`config.mk`:
```
export PLATFORM = sky130hd
export DESIGN_NAME = crs_control
export DESIGN_NICKNAME = d
export VERILOG_FILES = /design/src/hw/rtl/crs_pkg.sv /design/src/hw/rtl/crs_control.sv
export SDC_FILE = /design/constraint.sdc
export NUM_CORES = 1
export LEC_CHECK = 0
export ABC_AREA = 1
export BUFFER_PORTS_ARGS = -buffer_cell sky130_fd_sc_hd__buf_2
export CORE_ASPECT_RATIO = 0.9
export CORE_UTILIZATION = 40
export DETAILED_ROUTE_END_ITERATION = 10
export HOLD_SLACK_MARGIN = 0.05
export PLACE_DENSITY_LB_ADDON = 0.25
export SYNTH_ARGS = -nofsm -noshare
export SYNTH_HDL_FRONTEND = slang
export SYNTH_SLANG_ARGS = --single-unit
```
`constraint.sdc`:
```
create_clock -name clk -period 1.4 [get_ports clk]
set_input_delay 0.07 -clock clk [delete_from_list [all_inputs] [get_ports clk]]
set_output_delay 0.07 -clock clk [all_outputs]
set_load 0.02 [all_outputs]
```
`src/hw/rtl/crs_pkg.sv`:
```
// shared types and constants for the cache replacement simulator
`default_nettype none
package crs_pkg;

  // configuration register map
  localparam int ADDR_W = 5;
  localparam logic [2:0] REG_WAYS   = 3'd0;
  localparam logic [2:0] REG_SETS   = 3'd1;
  localparam logic [2:0] REG_BWORDS = 3'd2;
  localparam logic [2:0] REG_POLICY = 3'd3;
  localparam logic [2:0] REG_FULLA  = 3'd4;

  // replacement policy codes, anything above lfu is random
  localparam logic [2:0] POL_FIFO = 3'd0;
  localparam logic [2:0] POL_LIFO = 3'd1;
  localparam logic [2:0] POL_LRU  = 3'd2;
  localparam logic [2:0] POL_LFU  = 3'd3;
  localparam logic [2:0] POL_RAND = 3'd4;

  // field widths
  localparam int ADDR_BITS = 31;
  localparam int RANK_W    = 10;
  localparam int FREQ_W    = 32;
  localparam int CNT32_W   = 32;
  localparam int LFSR_W    = 16;
  localparam logic [LFSR_W-1:0] LFSR_TAPS = 16'hB400;
  localparam logic [LFSR_W-1:0] LFSR_SEED = 16'h0001;

  // one tag store entry
  typedef struct packed {
    logic                 valid;
    logic [ADDR_BITS-1:0] block_number;
    logic [RANK_W-1:0]    insert_rank;
    logic [RANK_W-1:0]    use_rank;
    logic [FREQ_W-1:0]    use_frequency;
  } entry_t;

  // what the shared divider works on
  typedef enum logic [1:0] {
    DIV_OP_BN  = 2'd0,
    DIV_OP_SET = 2'd1,
    DIV_OP_RA  = 2'd2,
    DIV_OP_RB  = 2'd3
  } div_op_t;

  // controller to datapath commands
  typedef struct packed {
    logic    clear_wr;
    logic    item_load;
    logic    div_start;
    div_op_t div_op;
    logic    scan_init;
    logic    scan_rd;
    logic    scan_ev;
    logic    decide;
    logic    fetch_rd;
    logic    fetch_ev;
    logic    upd_rd;
    logic    upd_wr;
    logic    finish;
  } cmd_t;

  // datapath to controller status
  typedef struct packed {
    logic div_done;
    logic row_last;
    logic clear_last;
    logic fill;
    logic need_rand;
    logic fully_assoc;
  } status_t;

endpackage
`default_nettype wire

```
`src/hw/rtl/crs_control.sv`:
```
// controller state machine sequencing one access
`default_nettype none
module crs_control (
  input  wire logic             clk,
  input  wire logic             rst,
  input  wire logic             start,
  input  wire crs_pkg::status_t status,
  output crs_pkg::cmd_t         cmd,
  output logic                  busy
);
  typedef enum logic [14:0] {
    ST_CLEAR     = 15'h0001,
    ST_IDLE      = 15'h0002,
    ST_DIV_BN    = 15'h0004,
    ST_DIV_SET   = 15'h0008,
    ST_SCAN_INIT = 15'h0010,
    ST_SCAN_RD   = 15'h0020,
    ST_SCAN_EV   = 15'h0040,
    ST_DECIDE    = 15'h0080,
    ST_DIV_RA    = 15'h0100,
    ST_DIV_RB    = 15'h0200,
    ST_FETCH_RD  = 15'h0400,
    ST_FETCH_EV  = 15'h0800,
    ST_UPD_RD    = 15'h1000,
    ST_UPD_WR    = 15'h2000,
    ST_FINISH    = 15'h4000
  } state_t;

  state_t state;
  state_t state_next;

  // state register
  always_ff @(posedge clk) begin
    if (rst) begin
      state <= ST_CLEAR;
    end else begin
      state <= state_next;
    end
  end

  // next state and commands
  always_comb begin
    state_next = state;
    cmd        = '0;
    cmd.div_op = crs_pkg::DIV_OP_BN;
    case (state)
      ST_CLEAR: begin
        cmd.clear_wr = 1'b1;
        if (status.clear_last) begin
          state_next = ST_IDLE;
        end
      end
      ST_IDLE: begin
        if (start) begin
          cmd.item_load = 1'b1;
          cmd.div_start = 1'b1;
          cmd.div_op    = crs_pkg::DIV_OP_BN;
          state_next    = ST_DIV_BN;
        end
      end
      ST_DIV_BN: begin
        if (status.div_done) begin
          if (status.fully_assoc) begin
            state_next = ST_SCAN_INIT;
          end else begin
            cmd.div_start = 1'b1;
            cmd.div_op    = crs_pkg::DIV_OP_SET;
            state_next    = ST_DIV_SET;
          end
        end
      end
      ST_DIV_SET: begin
        if (status.div_done) begin
          state_next = ST_SCAN_INIT;
        end
      end
      ST_SCAN_INIT: begin
        cmd.scan_init = 1'b1;
        state_next    = ST_SCAN_RD;
      end
      ST_SCAN_RD: begin
        cmd.scan_rd = 1'b1;
        state_next  = ST_SCAN_EV;
      end
      ST_SCAN_EV: begin
        cmd.scan_ev = 1'b1;
        state_next  = status.row_last ? ST_DECIDE : ST_SCAN_RD;
      end
      ST_DECIDE: begin
        cmd.decide = 1'b1;
        if (status.need_rand) begin
          cmd.div_start = 1'b1;
          cmd.div_op    = crs_pkg::DIV_OP_RA;
          state_next    = ST_DIV_RA;
        end else begin
          state_next = ST_FETCH_RD;
        end
      end
      ST_DIV_RA: begin
        if (status.div_done) begin
          if (status.fully_assoc) begin
            cmd.div_start = 1'b1;
            cmd.div_op    = crs_pkg::DIV_OP_RB;
            state_next    = ST_DIV_RB;
          end else begin
            state_next = ST_FETCH_RD;
          end
        end
      end
      ST_DIV_RB: begin
        if (status.div_done) begin
          state_next = ST_FETCH_RD;
        end
      end
      ST_FETCH_RD: begin
        cmd.fetch_rd = 1'b1;
        state_next   = ST_FETCH_EV;
      end
      ST_FETCH_EV: begin
        cmd.fetch_ev = 1'b1;
        state_next   = status.fill ? ST_FINISH : ST_UPD_RD;
      end
      ST_UPD_RD: begin
        cmd.upd_rd = 1'b1;
        state_next = ST_UPD_WR;
      end
      ST_UPD_WR: begin
        cmd.upd_wr = 1'b1;
        state_next = status.row_last ? ST_FINISH : ST_UPD_RD;
      end
      ST_FINISH: begin
        cmd.finish = 1'b1;
        state_next = ST_IDLE;
      end
      default: begin
        state_next = ST_IDLE;
      end
    endcase
  end

  assign busy = (state != ST_IDLE);
endmodule
`default_nettype wire

```
==> summary.txt, run 1 <==
Timing
  – Fin Clk Skew: approximately 0.0094 ns
  – Setup TNS: -6.44 ns
  – Final Cycle Share: 123%
  – Slew headroom: 73.1%
  – Worst slew pin tran: around 0.40 ns
  – Final Hold Viols: 0
  – Worst setup margin: -0.327 ns
  – Max Freq: 579 MHz
  – Fin. max-slew vios: 0
  – RSZ-0062 raised after global routing: yes
  – Fin crit period: 1.73 ns
  – Final setup viols: 28

Power and ir drop
  – Clk pwr share: 9.4%
  – Sequential Power Share: 20.2%
  – Design Power: a little under 3 mW
  – Sw Ratio: a little under half
  – Portion of total power attributed to combinational logic: between 70% and 80%
  – Switching power total: around 1.4 mW
  – Worst vdd ir: 1130 uV
  – Internal: 1.54 mW
  – Pwr dens: 1460 nW/um^2
  – Leak: ~1.1 nW

Yosys
  – Netlist cell types: 24
  – Seq cells post-synth: 15
  – Register area share after synthesis: ~28%
  – Synth Instances: around 180
  – Mapped Area: approximately 1100 um^2
  – Post-synthesis average cell area: just under 6 um^2
  – Yosys Warn Count: 0
  – Synth Net Count: approximately 190

Global route
  – Antenna violations before repair: 0
  – Total grt overflow: 0
  – Overall routing resource usage: a little over a quarter
  – Number of global-route vias before repair: between 1000 and 1500
  – First-pass GRT wire length: around 5700 um
  – Largest net degree at the start of global routing: 13

Critical path
  – Worst Setup End Kind: primary output
  – Setup CP Type: register to primary output
  – Critical path arrival: roughly 1.7 ns
  – CP required: around 1.3 ns
  – Startpoint Class: register
  – Max Fanout on Critical Path: 6

Clock network
  – Total CTS buffers: 3
  – CTS HTree Levels: 1
  – CTS tree: done
  – Max clock buf depth: 2
  – Clock latency on the worst-skew pair: approximately 0.30 ns
  – Clk sink count: 15
  – CTS Root Cell: clkbuf_4
  – Clock transition at path regs: about 0.11 ns

Cells and area
  – Largest register FFs: 15
  – Top Registers: state: 15 flops
  – Layout Nets: 265
  – Antenna diodes: 0
  – Share of post-route cells with drive strength above 1: 61.2%
  – Area Growth Syn to Fin: 90.6%
  – Design area: roughly 2000 um^2
  – Largest register by flop count: state

Placed design
  – Routability cong.: between 0.8 and 0.9
  – Post-DP Area: between 1000 and 1500 um^2
  – Hpwl dp: between 2000 and 2500 um
  – DP Worst Slack: -0.137 ns
  – Port Buf Inserts: 23

Detailed routing
  – Vias/cell: about 5.4
  – Final ANT Viol Nets: 0
  – DRC: 0
  – Number of vias in the routed layout: about 1500
  – Drt first pass iters: 4
  – Initial DRC count: 61
  – Wirelength per Cell: around 15 um
  – Routed wire length: between 4000 and 5000 um

Floorplanning
  – Die Y: 50.7 um
  – Initial Util: 42.8%
  – Row cnt: 17
  – Core ar.: 2470 um^2
  – DIE WIDTH: ~56 um
  – Num ports: 24
  – Die Area: approximately 2800 um^2

Flow run
  – Maxcap violations: 0

Outcome
  – Status: complete, but fails checks
  – Failing checks: setup timing

Min path
  – Worst Hold Class: input pin to register
[path summary, 6_finish.rpt]
kind | from | to | slack, ns | cells after the start
setup / recovery | state[11]$_SDFFE_PP0P_ | cmd[11] | -0.33 | 8
setup reg to reg | state[7]$_SDFFE_PP0P_ | state[13]$_SDFFE_PP0P_ | -0.27 | 11
hold reg to reg | state[9]$_SDFFE_PP0P_ | state[9]$_SDFFE_PP0P_ | 0.52 | 2
hold / removal | status[3] | state[0]$_SDFFE_PP1P_ | 0.12 | 4
[worst max-delay path: stages (launching register included)]
cell      delay [ns]
dfxtp_2         0.35
nor2_4          0.16
nand2_4         0.09
nor2_8          0.17
nand2_2         0.11
nor2_2          0.14
o21ai_1         0.10
nand3b_1        0.11
buf_6           0.12
[cell type report]
cell class | instances | area (um^2)
clock buffers | 4 | 26.3
fillers | 148 | 454
inverters | 43 | 171
multi-input cells | 120 | 841
flip-flops and latches | 15 | 318
well taps | 28 | 35.0
repair buffers | 73 | 622
[synthesized netlist by cell type]
master	count	area, um^2
o221ai_1	1	8.76
nor2_4	1	11.3
o21ai_0	6	30.0
nor2_2	3	18.8
nand2_1	36	135
inv_2	7	26.3
inv_4	1	6.26
nor2_8	1	20.0
nor3b_1	1	7.51
nand3_4	1	17.5
dfxtp_1	15	300
a21oi_1	2	10.0
nand4_1	1	6.26
inv_1	35	131
o22ai_1	1	6.26
nand2_2	1	6.26
o21ai_2	2	17.5
nand3b_1	2	15.0
nand3_1	19	95.1
and3_1	1	6.26
nand2_4	2	22.5
clkbuf_1	1	3.75
nor2_1	33	124
nor3_1	6	30.0
[placed cells by master, fill, tap and decap left out, drive strengths merged, types with 2 or more instances in the layout]
| cell type | Yosys | layout |
|---|---|---|
| nor3 | 6 | 6 |
| nor2 | 38 | 38 |
| nand3 | 20 | 20 |
| o21ai | 8 | 8 |
| buf | 0 | 70 |
| a21oi | 2 | 2 |
| clkbuf | 1 | 4 |
| dlygate4sd3 | 0 | 3 |
| inv | 43 | 43 |
| nand2 | 39 | 39 |
| nand3b | 2 | 2 |
| dfxtp | 15 | 15 |
[power by group through the flow]
stage | Clock, mW | Sequential, mW | Combinational (mW)
after floorplan | 0 | 0.567 | 0.890
after CTS | 0.261 | 0.585 | 1.85
final | 0.276 | 0.594 | 2.07
after detailed placement | 0 | 0.575 | 1.34
after global placement | 0 | 0.570 | 1.31
after global routing | 0.296 | 0.605 | 2.21
[repair_timing]
| action | in CTS | in global routing |
|---|---|---|
| hold buffers | 3 | 0 |
| resized for setup | 88 | 33 |
| pin swaps | 14 | 11 |
| buffers inserted | 16 | 9 |
| cloned | 0 | 0 |
| endpoints found under the setup margin | 28 | 29 |
| hold endpoints to repair | 3 | 0 |
[stage by stage]
stage	hold WS (ns)	utilization, %	std cells
floorplan	0.139	-	179
global placement	0.305	56.8	252
detailed placement	0.292	56.8	252
CTS	0.128	75.1	275
global route	0.157	81.6	283
finish	0.118	81.6	283
[cells by family (layout without fill, tap and decap cells)]
logic type	after synthesis	after routing	synth area share, %
buffers and inverters	44	120	15.9
AO/OA/AOI/OAI	12	12	6.87
AND/OR/NAND/NOR	108	108	48.8
flip-flops	15	15	28.4
[metal layers]
metal	share of wire [%]	wire [um]	track usage, %	vias up
met2	50	2090	46.0	76
met1	36	1510	29.9	702
met4	7.3	304	15.0	0
met3	6.5	274	4.90	34
met5	0	0	0	-
li1	-	-	-	705
Power figures use the tool's default switching activity.
==> run 2, diff against run 1 <==
PLACE_DENSITY_LB_ADDON = unset   (was 0.25)
==> run 2 against run 1 <==
Net effect:
- the run still ends with setup timing left
- maximum frequency up 2.0%
- register-to-register slack about the same
- first-iteration DRC count decreased by 44%
- largest cell class unchanged
- sequential share of layout area rose by 1.1 points
- global-route usage decreased by 1.9 points
- design area fell by 6.8%
- combinational power decreased by 6%
- critical endpoint unchanged
==> summary.txt, run 2 (synthesis results as in run 1) <==
Outcome
  – Status: complete, but fails checks
  – Failing checks: setup timing

Placed design
  – Port Buf Inserts: 23
  – DP Worst Slack: -0.193 ns
  – Dpl cells: 250
  – Routability cong.: 0.838
  – Hpwl dp: 2240 um
  – Post-DP Area: about 1400 um^2

Floorplanning
  – Num ports: 24
  – Row cnt: 17
  – Core ar.: 2470 um^2
  – Die Y: just over 50 um
  – Die Area: around 2800 um^2
  – Initial Util: between 40% and 50%
  – DIE WIDTH: between 50 and 60 um

Global route
  – Antenna violations before repair: 0
  – Largest net degree at the start of global routing: 13
  – First-pass GRT wire length: about 5400 um
  – Total grt overflow: 0
  – Overall routing resource usage: roughly 24%
  – Number of global-route vias before repair: roughly 1300

Cells and area
  – Area Growth Syn to Fin: 77.6%
  – Largest register by flop count: state
  – Largest register FFs: 15
  – Top Registers: state: 15 flops
  – Design area: 1880 um^2
  – Most common cell after layout, fill and taps aside: buf_4
  – Non-Filler Instances: about 270
  – Antenna diodes: 0
  – Most frequent cells in the layout: buf_4 (32), nand2_1 (27), inv_1 (26)
  – Layout Nets: 253
  – Share of post-route cells with drive strength above 1: a little under three fifths

Timing
  – Fin Clk Skew: 0.00180 ns
  – RSZ-0062 raised after global routing: yes
  – Fin. max-slew vios: 0
  – Worst setup margin: -0.293 ns
  – Final Hold Viols: 0
  – Final Cycle Share: 121%
  – Worst slew pin tran: around 0.44 ns
  – Setup TNS: -6.00 ns
  – Max Freq: ~590 MHz
  – Fin crit period: 1.69 ns
  – Final setup viols: 28
  – Slew headroom: a little under three quarters

Clock network
  – Total CTS buffers: 3
  – Clock transition at path regs: around 0.10 ns
  – Clock latency on the worst-skew pair: about 0.29 ns
  – CTS HTree Levels: 1
  – Clk sink count: 15
  – CTS tree: done
  – CTS Root Cell: clkbuf_4
  – Max clock buf depth: 2

Detailed routing
  – Initial DRC count: 34
  – Routed wire length: between 3000 and 4000 um
  – Vias/cell: 4.93
  – Number of vias in the routed layout: 1337
  – Drt first pass iters: 4
  – Final ANT Viol Nets: 0
  – DRC: 0
  – Wirelength per Cell: around 13 um

Power and ir drop
  – Leak: 1.01 nW
  – Switching power total: around 1.3 mW
  – Design Power: ~2.8 mW
  – Portion of total power attributed to combinational logic: 69.5%
  – Sequential Power Share: about a fifth
  – Clk pwr share: a little under a tenth
  – Pwr dens: 1500 nW/um^2
  – Sw Ratio: approximately 47%
  – Worst vdd ir: 1180 uV
  – Internal: around 1.5 mW

Critical path
  – Setup CP Type: register to primary output
  – Max Fanout on Critical Path: 6
  – Startpoint Class: register
  – Worst Setup End Kind: primary output
  – RR Startpoint: state[7]$_SDFFE_PP0P_
  – Crit. Startpoint: state[13]$_SDFFE_PP0P_
  – Critical path arrival: 1.62 ns
  – CP required: 1.33 ns

Min path
  – HP Start: status[1]
  – Worst Hold Class: input pin to register

Flow run
  – Maxcap violations: 0
## run 2: cell count changes in the layout (fill, tap and decap cells not counted), moves of 4 or more
cell and change:
buf_4 -7, inv_4 -4, buf_6 -6, nand3_2 +4, inv_1 +5
## run 2: layout make-up
class,count,area (um^2)
multi-input cells,120,825
flip-flops and latches,15,317
well taps,28,35.0
inverters,43,166
clock buffers,4,26.3
fillers,176,592
repair buffers,61,507
## run 2: final timing paths
| path | to | cells after the start | slack [ns] |
|---|---|---|---|
| max | cmd[11] | 8 | -0.29 |
| max reg2reg | state[9]$_SDFFE_PP0P_ | 12 | -0.26 |
| min | state[10]$_SDFFE_PP0P_ | 4 | 0.15 |
| min reg2reg | state[3]$_SDFFE_PP0P_ | 2 | 0.51 |
## run 2: timing repair
action                     CTS  global route
hold endpoints to repair     3             0
gates resized for setup     74            28
hold buffers                 3             0
buffers inserted            11             4
pin swaps                   16            13
setup endpoints to repair   28            29
## run 2: power groups by stage
stage	registers (mW)	clock network, mW	logic (mW)
3_3_place_gp	0.572	0	1.31
2_1_floorplan	0.567	0	0.890
5_1_grt	0.601	0.290	2.11
6_report	0.592	0.265	1.95
3_5_place_dp	0.574	0	1.34
4_1_cts	0.577	0.263	1.79
## run 2: worst max-delay path: stages (launching register included)
cell	delay (ns)
dfxtp_2	0.35
nor2_4	0.12
nand2_4	0.10
nor2_8	0.20
nand3_4	0.10
buf_6	0.13
nor2_4	0.09
nand3b_1	0.13
buf_6	0.12
## run 2: per-layer routing
layer / GRT usage (%) / vias up / wire, um
met2: 44.8 / 33 / 1870
li1: - / 678 / -
met5: 0 / - / 0
met4: 8.54 / 0 / 52
met3: 5.41 / 9 / 143
met1: 27.7 / 617 / 1400
## run 2: metrics by stage
stage / hold WS, ns / util [%]
after floorplan: 0.139 / -
after global placement: 0.296 / 56.2
after detailed placement: 0.291 / 56.2
after CTS: 0.148 / 70.9
after global routing: 0.140 / 76.0
final: 0.147 / 76.0
